## config.mk

```make
export PLATFORM = sky130hd
export DESIGN_NAME = letter_filtered_adler32_flat
export DESIGN_NICKNAME = d
export VERILOG_FILES = /design/src/rtl/lfa32_pkg.sv /design/src/rtl/lfa32_if.sv /design/src/rtl/lfa32_accum.sv /design/src/rtl/letter_filtered_adler32.sv /design/src/flat_wrapper.sv
export SDC_FILE = /design/constraint.sdc
export NUM_CORES = 1
export LEC_CHECK = 0
export ABC_AREA = 0
export BUFFER_PORTS_ARGS = -buffer_cell sky130_fd_sc_hd__clkbuf_2
export CAP_MARGIN = 25
export CORE_MARGIN = 4
export CORE_UTILIZATION = 35
export CTS_CLUSTER_SIZE = 40
export DETAILED_ROUTE_END_ITERATION = 10
export SLEW_MARGIN = 20
export SYNTH_ARGS = -nofsm -noshare
export SYNTH_HDL_FRONTEND = slang
export SYNTH_SLANG_ARGS = --single-unit
```

## constraint.sdc

```tcl
create_clock -name clk -period 8.7 [get_ports clk]
set_input_delay 0.87 -clock clk [delete_from_list [all_inputs] [get_ports clk]]
set_output_delay 0.87 -clock clk [all_outputs]
set_load 0.01 [all_outputs]
```

## src/rtl/lfa32_pkg.sv

```systemverilog
// ----------------------------------------------------------------------------
// lfa32_pkg
// Shared types, constants and helpers for the letter-filtered Adler-32 block.
// ----------------------------------------------------------------------------
`default_nettype none

package lfa32_pkg;

  // adler-32 modulus and sum start values
  localparam int unsigned MODULUS_VAL = 65521;
  localparam logic [15:0] MODULUS     = 16'(MODULUS_VAL);
  localparam logic [15:0] LOW_START   = 16'd1;
  localparam logic [15:0] HIGH_START  = 16'd0;

  // ascii codes for the letter ranges
  localparam logic [7:0] UPPER_A  = 8'h41;
  localparam logic [7:0] UPPER_Z  = 8'h5a;
  localparam logic [7:0] LOWER_A  = 8'h61;
  localparam logic [7:0] LOWER_Z  = 8'h7a;
  localparam logic [7:0] CASE_GAP = 8'h20;

  typedef logic [15:0] sum_t;

  // one step handed from the input stage to the accumulator
  typedef struct packed {
    logic       take;
    logic       last;
    logic [7:0] data;
  } step_t;

  // letter test and upper-case fold of one byte
  typedef struct packed {
    logic       is_letter;
    logic [7:0] folded;
  } letter_t;

  function automatic letter_t fold_letter(input logic [7:0] ch);
    letter_t r;
    logic    up;
    logic    lo;
    up = (ch >= UPPER_A) && (ch <= UPPER_Z);
    lo = (ch >= LOWER_A) && (ch <= LOWER_Z);
    r.is_letter = up || lo;
    r.folded    = lo ? (ch - CASE_GAP) : ch;
    return r;
  endfunction

  // (x + y) mod MODULUS for x, y already below MODULUS
  function automatic sum_t add_mod(input sum_t x, input sum_t y);
    logic [16:0] s;
    s = {1'b0, x} + {1'b0, y};
    if (s >= {1'b0, MODULUS}) begin
      s = s - {1'b0, MODULUS};
    end
    return s[15:0];
  endfunction

endpackage

`default_nettype wire

```

## src/rtl/lfa32_if.sv

```systemverilog
// ----------------------------------------------------------------------------
// lfa32 channel interfaces
// Valid/ready channels for the byte input and the checksum output.
// ----------------------------------------------------------------------------
`default_nettype none

// byte input channel
interface lfa32_in_if;
  logic       valid;
  logic       ready;
  logic [7:0] data_byte;
  logic       last_byte;

  modport source (output valid, output data_byte, output last_byte, input ready);
  modport sink   (input valid, input data_byte, input last_byte, output ready);
endinterface

// checksum output channel
interface lfa32_out_if;
  logic        valid;
  logic        ready;
  logic [31:0] checksum;

  modport source (output valid, output checksum, input ready);
  modport sink   (input valid, input checksum, output ready);
endinterface

`default_nettype wire

```

## src/rtl/lfa32_accum.sv

```systemverilog
// ----------------------------------------------------------------------------
// lfa32_accum
// Running low/high sums: folds one letter per step, restarts on last byte.
// ----------------------------------------------------------------------------
`default_nettype none

module lfa32_accum
  import lfa32_pkg::*;
(
  input  wire logic        clk,
  input  wire logic        rst,
  input  wire step_t       step,
  output      logic [31:0] checksum
);

  sum_t    low_sum;
  sum_t    high_sum;
  sum_t    low_next;
  sum_t    high_next;
  sum_t    low_upd;
  sum_t    high_upd;
  letter_t let_info;

  // fold the letter into both sums, two chained modular adds
  always_comb begin
    let_info = fold_letter(step.data);
    low_upd  = add_mod(low_sum, {8'd0, let_info.folded});
    high_upd = add_mod(high_sum, low_upd);
    if (let_info.is_letter) begin
      low_next  = low_upd;
      high_next = high_upd;
    end else begin
      low_next  = low_sum;
      high_next = high_sum;
    end
  end

  // checksum of the sequence including this step
  assign checksum = {high_next, low_next};

  // sum registers
  always_ff @(posedge clk) begin
    if (rst) begin
      low_sum  <= LOW_START;
      high_sum <= HIGH_START;
    end else if (step.take) begin
      if (step.last) begin
        low_sum  <= LOW_START;
        high_sum <= HIGH_START;
      end else begin
        low_sum  <= low_next;
        high_sum <= high_next;
      end
    end
  end

  // sums stay fully reduced
  assert property (@(posedge clk) disable iff (rst) low_sum < MODULUS)
    else $error("low sum out of range");
  assert property (@(posedge clk) disable iff (rst) high_sum < MODULUS)
    else $error("high sum out of range");
  // a finished sequence restarts the sums
  assert property (@(posedge clk) disable iff (rst)
    step.take && step.last |=> low_sum == LOW_START && high_sum == HIGH_START)
    else $error("sums not restarted after last byte");
  // sums hold while no step is taken
  assert property (@(posedge clk) disable iff (rst)
    !step.take |=> $stable(low_sum) && $stable(high_sum))
    else $error("sums changed without a step");

endmodule

`default_nettype wire

```

## src/rtl/letter_filtered_adler32.sv

```systemverilog
// ----------------------------------------------------------------------------
// letter_filtered_adler32
// Adler-32 style checksum over the ASCII letters of a byte sequence.
// ----------------------------------------------------------------------------
// Usage:
//   bytes  : one byte per transaction, last_byte marks the end of a sequence.
//            Letters are folded to upper case and summed; other bytes are
//            ignored, though a non-letter last byte still ends the sequence.
//   result : one transaction per sequence, checksum = {high_sum, low_sum}.
// Timing:
//   a byte is captured in the input register, then folded into the sums as
//   it leaves that register and, if it is the last one, the checksum is
//   loaded into the output register as it leaves and drives result valid.
//   One byte per cycle is sustained while no last byte waits on a held result;
//   the combinational sum update between the sum registers is the loop that
//   sets that rate.
// Reset (rst, synchronous): both registers empty, low sum 1, high sum 0.
// Stall: while result is held, non-last bytes keep flowing; a last byte
//   waits in the input register until the output register frees up, and
//   bytes stops accepting only while that byte waits.
// ----------------------------------------------------------------------------
`default_nettype none

module letter_filtered_adler32
  import lfa32_pkg::*;
(
  input  wire logic clk,
  input  wire logic rst,
  lfa32_in_if.sink    bytes,
  lfa32_out_if.source result
);

  logic        s1_valid;
  logic [7:0]  s1_byte;
  logic        s1_last;
  logic        out_valid;
  logic [31:0] out_checksum;
  logic        out_free;
  logic        s1_advance;
  logic [31:0] sum_checksum;
  step_t       step;

  // stage advance control
  assign out_free     = !out_valid || result.ready;
  assign s1_advance   = s1_valid && (!s1_last || out_free);
  assign bytes.ready  = !s1_valid || s1_advance;

  // input register
  always_ff @(posedge clk) begin
    if (rst) begin
      s1_valid <= 1'b0;
    end else if (bytes.ready) begin
      s1_valid <= bytes.valid;
    end
  end

  always_ff @(posedge clk) begin
    if (bytes.ready && bytes.valid) begin
      s1_byte <= bytes.data_byte;
      s1_last <= bytes.last_byte;
    end
  end

  // sum accumulator
  assign step.take = s1_advance;
  assign step.last = s1_last;
  assign step.data = s1_byte;

  lfa32_accum u_accum (
    .clk      (clk),
    .rst      (rst),
    .step     (step),
    .checksum (sum_checksum)
  );

  // output register
  always_ff @(posedge clk) begin
    if (rst) begin
      out_valid <= 1'b0;
    end else if (out_free) begin
      out_valid <= s1_advance && s1_last;
    end
  end

  always_ff @(posedge clk) begin
    if (s1_advance && s1_last) begin
      out_checksum <= sum_checksum;
    end
  end

  assign result.valid    = out_valid;
  assign result.checksum = out_checksum;

  // a last byte blocked by a stalled result stays in the input register
  assert property (@(posedge clk) disable iff (rst)
    s1_valid && s1_last && out_valid && !result.ready |=> s1_valid && s1_last)
    else $error("last byte lost while result stalled");
  // an empty input register always takes a byte
  assert property (@(posedge clk) disable iff (rst) !s1_valid |-> bytes.ready)
    else $error("input stalled while empty");
  // a result appears only after a last byte was folded in
  assert property (@(posedge clk) disable iff (rst)
    $rose(out_valid) |-> $past(s1_advance && s1_last))
    else $error("result without a last byte");

endmodule

`default_nettype wire
```

## src/flat_wrapper.sv

```systemverilog
// flat-port wrapper written by rule: the top's interface ports become plain ports
module letter_filtered_adler32_flat import lfa32_pkg::*;
  (clk, rst, bytes_valid, bytes_data_byte, bytes_last_byte, bytes_ready, result_valid, result_checksum, result_ready);
  lfa32_in_if bytes_i ();
  lfa32_out_if result_i ();
  input  wire logic clk;
  input  wire logic rst;
  input wire logic [$bits(bytes_i.valid)-1:0] bytes_valid;
  input wire logic [$bits(bytes_i.data_byte)-1:0] bytes_data_byte;
  input wire logic [$bits(bytes_i.last_byte)-1:0] bytes_last_byte;
  output wire logic [$bits(bytes_i.ready)-1:0] bytes_ready;
  output wire logic [$bits(result_i.valid)-1:0] result_valid;
  output wire logic [$bits(result_i.checksum)-1:0] result_checksum;
  input wire logic [$bits(result_i.ready)-1:0] result_ready;
  assign bytes_i.valid = bytes_valid;
  assign bytes_i.data_byte = bytes_data_byte;
  assign bytes_i.last_byte = bytes_last_byte;
  assign bytes_ready = bytes_i.ready;
  assign result_valid = result_i.valid;
  assign result_checksum = result_i.checksum;
  assign result_i.ready = result_ready;
  letter_filtered_adler32 u_core (.clk(clk), .rst(rst), .bytes(bytes_i), .result(result_i));
endmodule
```

==> metrics.md, run 1 <==
| Metric | Value |
|---|---|
| Final-report max-slew violation count | `0` |
| Placed instance count | `887` |
| Hold Violations, Final | `0` |
| CTS Buf Count | `9` |
| Mapped Area | `5490 um^2` |
| 1st-iter DRT viols | `400` |
| Actual slew at the worst max-slew pin | `0.913 ns` |
| Wire per inst | `16.9 um` |
| Area after DPL | `5910 um^2` |
| Yosys reg bits | `75` |
| DIE AREA | `17700 um^2` |
| Crit. End Element | `register` |
| Fillers | `1534` |
| Period minus WS final | `7.68 ns` |
| Pwr Density | `144 nW/um^2` |
| Crit start category | `register` |
| Area share of the largest cell type after synthesis | `0.224` |
| Post-CTS Hold Buffers | `0` |
| Die X | `133 um` |
| Post-synth EDFFs | `41` |
| Synth-to-Final Area Change | `13.4%` |
| Skew final | `0.00739 ns` |
| Post-synth ARST share | `0` |
| Post-layout nets | `735` |
| Routed vias | `5094` |
| CTS H-tree depth | `3` |
| Outcome | `complete, no violations` |
| TNS Setup | `0 ns` |
| Die height | `133 um` |
| Max-cap viol count | `0` |
| Clock transition at path regs | `0.06 ns` |
| Clock sinks | `75` |
| Core area | `15300 um^2` |
| Final Cycle Share | `0.882` |
| GRT Overall Usage | `0.174` |
| VDD IR max | `0.0966 mV` |
| Pre-CTS setup slack | `1.14 ns` |
| Synth Instances | `654` |
| Seq. cell area | `1910 um^2` |
| Vias in the first global route | `4832` |
| Top Ports | `47` |
| Share of layout cells above drive strength 1 | `0.118` |
| Post-CTS sizing | `0` |
| Synth Warn # | `0` |
| Clk buf depth | `2` |
| Clock latency on the worst-skew pair | `0.36 ns` |
| CTS Root Cell | `clkbuf_16` |
| # Post-CTS Setup Buffers | `0` |
| Max-slew headroom | `0.386` |
| Most frequent cells in the layout | `73 x nand2_1, 57 x nor2_1, 46 x clkbuf_2` |
| Top cells by area, synth | `edfxtp_1 22%, dfxtp_1 12%, ha_1 7.5%` |
| R2R Setup Slk | `1.02 ns` |
| Achievable frequency | `0.130 GHz` |
| CTS tree | `yes` |
| Vias per cell | `5.64` |
| Top_reg_cell synth | `edfxtp_1` |
| Worst EP required | `8.81 ns` |
| Final setup viols | `0` |
| Seq/Total Area, Yosys | `0.349` |
| # rows | `45` |
| Leading cell type in the layout, fill and taps excluded | `nand2_1` |
| Largest net degree at the start of global routing | `44` |
| Cell Count, Final, Fillers Out | `903` |
| RSZ-0062 raised after global routing | `false` |
| Post-layout util | `0.408` |
| Routability cong. | `0.917` |
| CP arrival | `7.79 ns` |
| Antenna violations before repair | `0` |
| Total gr overflow | `0` |
| Port Buffers | `46` |
| Post-route cell area | `6220 um^2` |
| Crit Path Category | `reg2reg` |
| DRT Pass-1 Iters | `5` |
| Leak Pwr | `2.47 nW` |
| Final worst slack | `1.02 ns` |
| Post-Syn Nets | `702` |
| Hold WC Path Type | `reg2reg` |
| Initial core utilization | `0.359` |
| Area taken by multi-input logic gates | `3360 um^2` |
| Crit Path Max Fanout | `13` |
| First-pass GRT wire length | `24900 um` |
| Syn Area/Cell | `8.39 um^2` |
| N_diodes | `0` |
| HPWL after DPL | `11200 um` |
| Remaining routing DRC violations | `0` |
| Final WL | `15300 um` |
| Post-route ant nets | `0` |
| Distinct cell type count after synthesis | `69` |
| Cell taking the most area after synthesis | `edfxtp_1` |
==> layer usage <==
| layer | vias to the layer above | track usage | routed length, um |
|---|---|---|---|
| met4 | 0 | 0.0783 | 487 |
| met5 | - | 0 | 0 |
| met1 | 2421 | 0.231 | 7240 |
| met3 | 32 | 0.0310 | 684 |
| met2 | 127 | 0.277 | 6890 |
| li1 | 2514 | - | - |
==> worst max-delay path: stages, from the launching register on <==
cell and delay, ns:
edfxtp_1 0.42, nor3_1 0.07, a211o_1 0.34, nor3_1 0.30
a21o_1 0.19, ha_1 0.26, a2111o_1 0.41, a21oi_1 0.13
nand2b_1 0.31, xor2_1 0.19, a211oi_1 0.34, nand3_1 0.29
o21ai_1 0.31, xnor2_1 0.21, ha_1 0.26, inv_1 0.07
fa_1 0.42, and3b_1 0.27, o21ai_1 0.15, a21boi_0 0.22
o31ai_1 0.21, or4b_4 0.65, or2_4 0.30, o31a_1 0.41
or3_1 0.46, a31o_1 0.23
==> per-stage QoR <==
step	power (mW)	hold WS, ns
finish	0.896	0.495
global route	0.930	0.503
CTS	0.904	0.494
detailed placement	0.507	0.484
global placement	0.505	0.464
floorplan	0.474	0.440
==> final timing paths <==
kind                                    start                           to  cells past startpoint
setup / recovery            u_core.s1_byte[1]   u_core.result.checksum[21]                     25
hold / removal    u_core.u_accum.high_sum[15]  u_core.u_accum.high_sum[15]                      2
setup reg to reg            u_core.s1_byte[1]   u_core.result.checksum[21]                     25
hold reg to reg   u_core.u_accum.high_sum[15]  u_core.u_accum.high_sum[15]                      2
==> synth_stat cells, types with 3 or more instances <==
cell type,number
a21oi_1,41
nand3_1,38
dfxtp_1,34
xor2_1,13
and3_1,6
nand3b_1,4
a21o_1,22
nand2_1,73
ha_1,33
or4_1,3
buf_2,3
a31oi_1,10
a211o_1,10
nor2b_1,4
o211ai_1,7
o21ai_1,3
nor2_1,58
nor3_1,14
inv_1,28
edfxtp_1,41
nor4_1,9
a21boi_0,3
nand4_1,20
a22oi_1,3
xnor2_1,14
clkbuf_1,24
or3_1,10
a211oi_1,8
and2_1,6
o21ai_0,40
o21a_1,3
a2bb2oi_1,3
mux2i_1,5
nand2b_1,4
a32o_1,4
o31ai_1,8
==> final cells by class <==
cell class,instances,share of cell area
Multi-Input combinational cell,521,0.540
Clock buffer,9,0.0362
Clock inverter,7,0.0131
Tap cell,211,0.0424
Sequential cell,75,0.307
Timing Repair Buffer,52,0.0442
Inverter,28,0.0169
==> kinds of logic (layout without fill, tap and decap cells) <==
logic type	after synthesis	after routing	synth area share
mux	7	7	0.0132
simple gates	264	264	0.237
flops	75	75	0.349
xor+xnor	27	27	0.0431
fa+ha+maj	35	35	0.0826
compound gates	188	188	0.233
buf+inv	58	96	0.0431
==> state kept, by name (all words and copies together), names as in the netlist <==
name,count
u_core.s1_last,1
u_core.s1_valid,1
u_core.u_accum.high_sum,16
u_core.result.valid,1
u_core.result.checksum,32
u_core.u_accum.low_sum,16
u_core.s1_byte,8
==> power by group <==
group / switching (mW) / internal (mW) / total [mW]
clock: 0.168 / 0.227 / 0.395
sequential: 0.00477 / 0.381 / 0.386
combinational: 0.0775 / 0.0376 / 0.115
total: 0.250 / 0.646 / 0.896
Note: power is estimated with default switching activity, not from simulation.
==> inputs of run 2 (changes only) <==
CORE_UTILIZATION = 61   (was 35)
GPL_TIMING_DRIVEN = 0   (was not set)
PLACE_DENSITY = 0.81   (was not set)
==> metrics.md, run 2 (synthesis gave the netlist of run 1 again) <==
| Metric | Value |
|---|---|
| Post-route ant nets | `0` |
| Final setup viols | `0` |
| Crit Path Max Fanout | `10` |
| Initial core utilization | `0.629` |
| Clock transition at path regs | `0.09 ns` |
| CTS Buf Count | `9` |
| CTS H-tree depth | `3` |
| Hold WC Path Type | `reg2reg` |
| Pwr Density | `125 nW/um^2` |
| CP arrival | `8.23 ns` |
| Critical Path Start | `u_core.s1_byte[1]` |
| Die height | `103 um` |
| Hold_sp | `u_core.u_accum.low_sum[0]` |
| Skew final | `0.0151 ns` |
| Period minus WS final | `8.00 ns` |
| Leading cell type in the layout, fill and taps excluded | `nand2_1` |
| Total gr overflow | `0` |
| Top Ports | `47` |
| CTS Root Cell | `clkbuf_8` |
| DRT Pass-1 Iters | `6` |
| Final WL | `15100 um` |
| Wire per inst | `18.3 um` |
| TNS Setup | `0 ns` |
| Clk buf depth | `2` |
| RSZ-0062 raised after global routing | `false` |
| Leak Pwr | `2.46 nW` |
| Max-cap viol count | `0` |
| Outcome | `complete, no violations` |
| Final-report max-slew violation count | `0` |
| Routability cong. | `0.955` |
| Post-layout nets | `760` |
| Post-CTS Hold Buffers | `0` |
| Worst path buffer plus inverter count | `3` |
| N_diodes | `0` |
| Vias in the first global route | `4800` |
| 1st-iter DRT viols | `451` |
| Max reg flops | `32` |
| CP max stage delay | `0.51 ns` |
| Core area | `8720 um^2` |
| Achievable frequency | `0.125 GHz` |
| Port Buffers | `46` |
| DIE AREA | `10600 um^2` |
| Clock sinks | `75` |
| Actual slew at the worst max-slew pin | `1.03 ns` |
| Antenna violations before repair | `0` |
| Crit. End Element | `register` |
| First-pass GRT wire length | `24100 um` |
| Worst hold slack | `0.490 ns` |
| Post-CTS sizing | `0` |
| Largest net degree at the start of global routing | `21` |
| Worst flop-to-flop path startpoint | `u_core.s1_byte[1]` |
| Critical path's most frequent cell | `nor3_1` |
| Max-slew headroom | `0.313` |
| Critical path's slowest cell | `clkbuf_1` |
| Crit Path Category | `reg2reg` |
| # rows | `34` |
| GRT Overall Usage | `0.293` |
| Crit start category | `register` |
| Routed vias | `5341` |
| CP delay by family, top | `compound AO/OA/AOI/OAI gates` |
| VDD IR max | `0.0929 mV` |
| Most frequent cells in the layout | `73 x nand2_1, 58 x nor2_1, 47 x clkbuf_2` |
| Fillers | `698` |
| CTS tree | `yes` |
| Remaining routing DRC violations | `0` |
| Synth-to-Final Area Change | `10.6%` |
| Die X | `103 um` |
| Worst EP required | `8.92 ns` |
| Hold Violations, Final | `0` |
| HPWL after DPL | `11300 um` |
| Clock latency on the worst-skew pair | `0.36 ns` |
| # Post-CTS Setup Buffers | `0` |
| Vias per cell | `6.47` |
| Final Cycle Share | `0.920` |
| Share of layout cells above drive strength 1 | `0.113` |
-- run 2: cell types whose count changed in the layout (fill, tap and decap cells not counted), sizes merged --
cell / before / now
inv: 32 / 28
clkbuf: 55 / 82
bufinv: 1 / 0
clkinv: 1 / 3
buf: 6 / 7
-- run 2: metal layers --
layer	track usage	share of wire	vias up
li1	-	-	2550
met1	0.418	0.44	2476
met2	0.439	0.44	281
met3	0.0677	0.095	34
met4	0.102	0.023	0
met5	0	0	-
-- run 2: worst register-to-register path, stage by stage (launching register included) --
cell and delay [ns]:
edfxtp_1 0.43, nor3_1 0.07, a211o_1 0.32, nor3_1 0.29, a21o_1 0.22, ha_1 0.28, a2111o_1 0.41, a21oi_1 0.13
nand2b_1 0.12, clkbuf_1 0.31, xor2_1 0.20, a211oi_1 0.40, nand3_1 0.31, o21ai_1 0.36, xnor2_1 0.21, ha_1 0.27
inv_1 0.07, fa_1 0.41, nand3b_1 0.25, a211oi_1 0.46, nor3_1 0.18, o21ai_0 0.32, xnor2_1 0.21, nand3b_1 0.34
o31ai_2 0.48, clkbuf_1 0.51, nand4_1 0.16, nand3_1 0.14
-- run 2: path summary, 6_finish.rpt --
path / end / slack (ns) / cells past startpoint
worst max register to register: u_core.result.checksum[28] / 0.70 / 27
worst min register to register: u_core.u_accum.low_sum[0] / 0.49 / 2
worst min-delay path: u_core.u_accum.low_sum[0] / 0.49 / 2
worst max-delay path: u_core.result.checksum[28] / 0.70 / 27
-- run 2: layout make-up --
type	instances	area, um^2	area share
plain buffers	30	133	0.0219
clock buffers	12	155	0.0256
clock inverters	4	26.3	0.00433
inverters	28	105	0.0173
multi-input cells	521	3340	0.551
flip-flops and latches	75	1910	0.315
well taps	108	135	0.0223
repair buffers	47	258	0.0425
-- run 2: through the flow --
stage	power, mW	utilization	std cells	setup WS, ns	cell area (um^2)
6_report	0.760	0.696	825	0.698	6070
3_3_place_gp	0.505	0.671	808	1.00	5850
2_1_floorplan	0.474	-	654	1.99	5490
3_5_place_dp	0.509	0.674	809	0.754	5880
5_1_grt	0.789	0.696	825	0.127	6070
4_1_cts	0.758	0.695	825	0.656	6060
-- run 2: where the power goes --
group / total (mW) / internal [mW] / switching, mW
registers: 0.385 / 0.381 / 0.00396
logic: 0.119 / 0.0394 / 0.0798
clock network: 0.256 / 0.119 / 0.137
==> inputs of run 3 (changes only) <==
CORE_UTILIZATION = 50   (was 61)
GPL_ROUTABILITY_DRIVEN = 1   (was not set)
PLACE_DENSITY = 0.69   (was 0.81)
==> metrics.md, run 3 (synthesis gave the netlist of run 1 again) <==
| Metric | Value |
|---|---|
| Outcome | `complete, no violations` |
| CTS Buf Count | `9` |
| Area after DPL | `5920 um^2` |
| Post-layout nets | `761` |
| Worst EP required | `8.75 ns` |
| HPWL after DPL | `11700 um` |
| Vias in the first global route | `4921` |
| WHS Path Cells | `2` |
| Remaining routing DRC violations | `0` |
| Max-cap viol count | `0` |
| 1st-iter DRT viols | `513` |
| Final setup viols | `0` |
| Wire per inst | `18.3 um` |
| Die X | `113 um` |
| Critical path's most frequent cell | `nor3_1` |
| RSZ-0062 raised after global routing | `false` |
| Skew final | `0.0132 ns` |
| Top Ports | `47` |
| DRT Pass-1 Iters | `5` |
| Leak Pwr | `2.47 nW` |
| Max-slew headroom | `0.403` |
| Worst path depth | `27` |
| CTS H-tree depth | `3` |
| Post-CTS sizing | `0` |
| TNS Setup | `0 ns` |
| Hold Violations, Final | `0` |
| Post-route cell area | `6140 um^2` |
| First-pass GRT wire length | `25600 um` |
| CTS Root Cell | `clkbuf_8` |
| CP max stage delay | `0.49 ns` |
| Worst flop-to-flop path startpoint | `u_core.s1_byte[1]` |
| Core area | `10500 um^2` |
| Achievable frequency | `0.124 GHz` |
| Placed instance count | `838` |
| Final WL | `15600 um` |
| Total gr overflow | `0` |
| Max reg flops | `32` |
| Clock transition at path regs | `0.09 ns` |
| # rows | `37` |
| N_diodes | `0` |
| Critical Path Start | `u_core.s1_byte[1]` |
| Clk buf depth | `2` |
| GRT Overall Usage | `0.251` |
| Actual slew at the worst max-slew pin | `0.888 ns` |
| Port Buffers | `46` |
| Vias per cell | `6.22` |
| Worst reg-to-reg path cell count | `27` |
| Hold WC Path Type | `reg2reg` |
| Hold_sp | `u_core.u_accum.high_sum[15]` |
| Routed vias | `5313` |
| Routability cong. | `0.935` |
| Crit Path Category | `reg2reg` |
| DIE AREA | `12700 um^2` |
| Final Cycle Share | `0.927` |
| Clock latency on the worst-skew pair | `0.37 ns` |
| VDD IR max | `0.116 mV` |
| Initial core utilization | `0.522` |
| Post-route ant nets | `0` |
| Share of layout cells above drive strength 1 | `0.114` |
| CP delay by family, top | `compound AO/OA/AOI/OAI gates` |
| Crit. End Element | `register` |
| Leading cell type in the layout, fill and taps excluded | `nand2_1` |
| Crit start category | `register` |
| Worst path buffer plus inverter count | `3` |
| Critical path's slowest cell | `clkbuf_1` |
| Largest net degree at the start of global routing | `21` |
| Post-CTS Hold Buffers | `0` |
| CTS tree | `yes` |
| Pwr Density | `132 nW/um^2` |
| Cell Count, Final, Fillers Out | `854` |
| Clock sinks | `75` |
| Period minus WS final | `8.06 ns` |
| CP arrival | `8.11 ns` |
| Antenna violations before repair | `0` |
| Final-report max-slew violation count | `0` |
| # Post-CTS Setup Buffers | `0` |
| Die height | `113 um` |
| Crit Path Max Fanout | `10` |
| Worst hold slack | `0.498 ns` |
| Most frequent cells in the layout | `73 x nand2_1, 58 x nor2_1, 46 x clkbuf_2` |
| Synth-to-Final Area Change | `12.0%` |
run 3: final timing paths:
path | to | slack [ns]
worst min register to register | u_core.u_accum.high_sum[15] | 0.50
worst max register to register | u_core.result.checksum[19] | 0.64
worst min-delay path | u_core.u_accum.high_sum[15] | 0.50
worst max-delay path | u_core.result.checksum[19] | 0.64
run 3: area by class of cell:
cell class | instances | area, um^2
clock buffer | 9 | 124
inverter | 28 | 105
clock inverter | 7 | 92.6
buffer | 30 | 131
multi-input combinational | 521 | 3340
sequential | 75 | 1910
tap | 136 | 170
timing repair buffer | 48 | 265
fill | 947 | 4360
run 3: power breakdown:
| group | internal [mW] | switching, mW |
|---|---|---|
| Clock | 0.160 | 0.144 |
| Sequential | 0.381 | 0.00399 |
| Combinational | 0.0396 | 0.0808 |
| Total | 0.581 | 0.229 |
run 3: per-stage QoR:
stage	power [mW]	worst slack (ns)	utilization
after global routing	0.846	0.0490	0.585
after detailed placement	0.510	0.825	0.564
after global placement	0.507	0.903	0.560
after CTS	0.814	0.778	0.584
after floorplan	0.474	1.99	-
final	0.810	0.639	0.585
run 3: worst register-to-register path, cell delays in order (launching register included):
cell	delay [ns]
edfxtp_1	0.43
nor3_1	0.07
a211o_1	0.32
nor3_1	0.30
a21o_1	0.22
ha_1	0.28
a2111o_1	0.42
a21oi_1	0.12
nand2b_1	0.11
clkbuf_1	0.32
xor2_1	0.19
a211oi_1	0.32
nand3_1	0.31
o21ai_1	0.33
xnor2_1	0.20
ha_1	0.26
inv_1	0.07
fa_1	0.41
nand3b_1	0.25
a211oi_1	0.48
nor3_1	0.19
o21ai_0	0.31
xnor2_1	0.22
nand3b_1	0.31
o31ai_2	0.47
clkbuf_1	0.49
a21o_1	0.20
a31oi_1	0.15
run 3: metal layers:
layer | global-route usage | vias up | part of all wire
met3 | 0.0428 | 33 | 0.079
met1 | 0.369 | 2492 | 0.47
met4 | 0.0857 | 0 | 0.022
li1 | - | 2549 | -
met2 | 0.374 | 239 | 0.43
met5 | 0 | - | 0
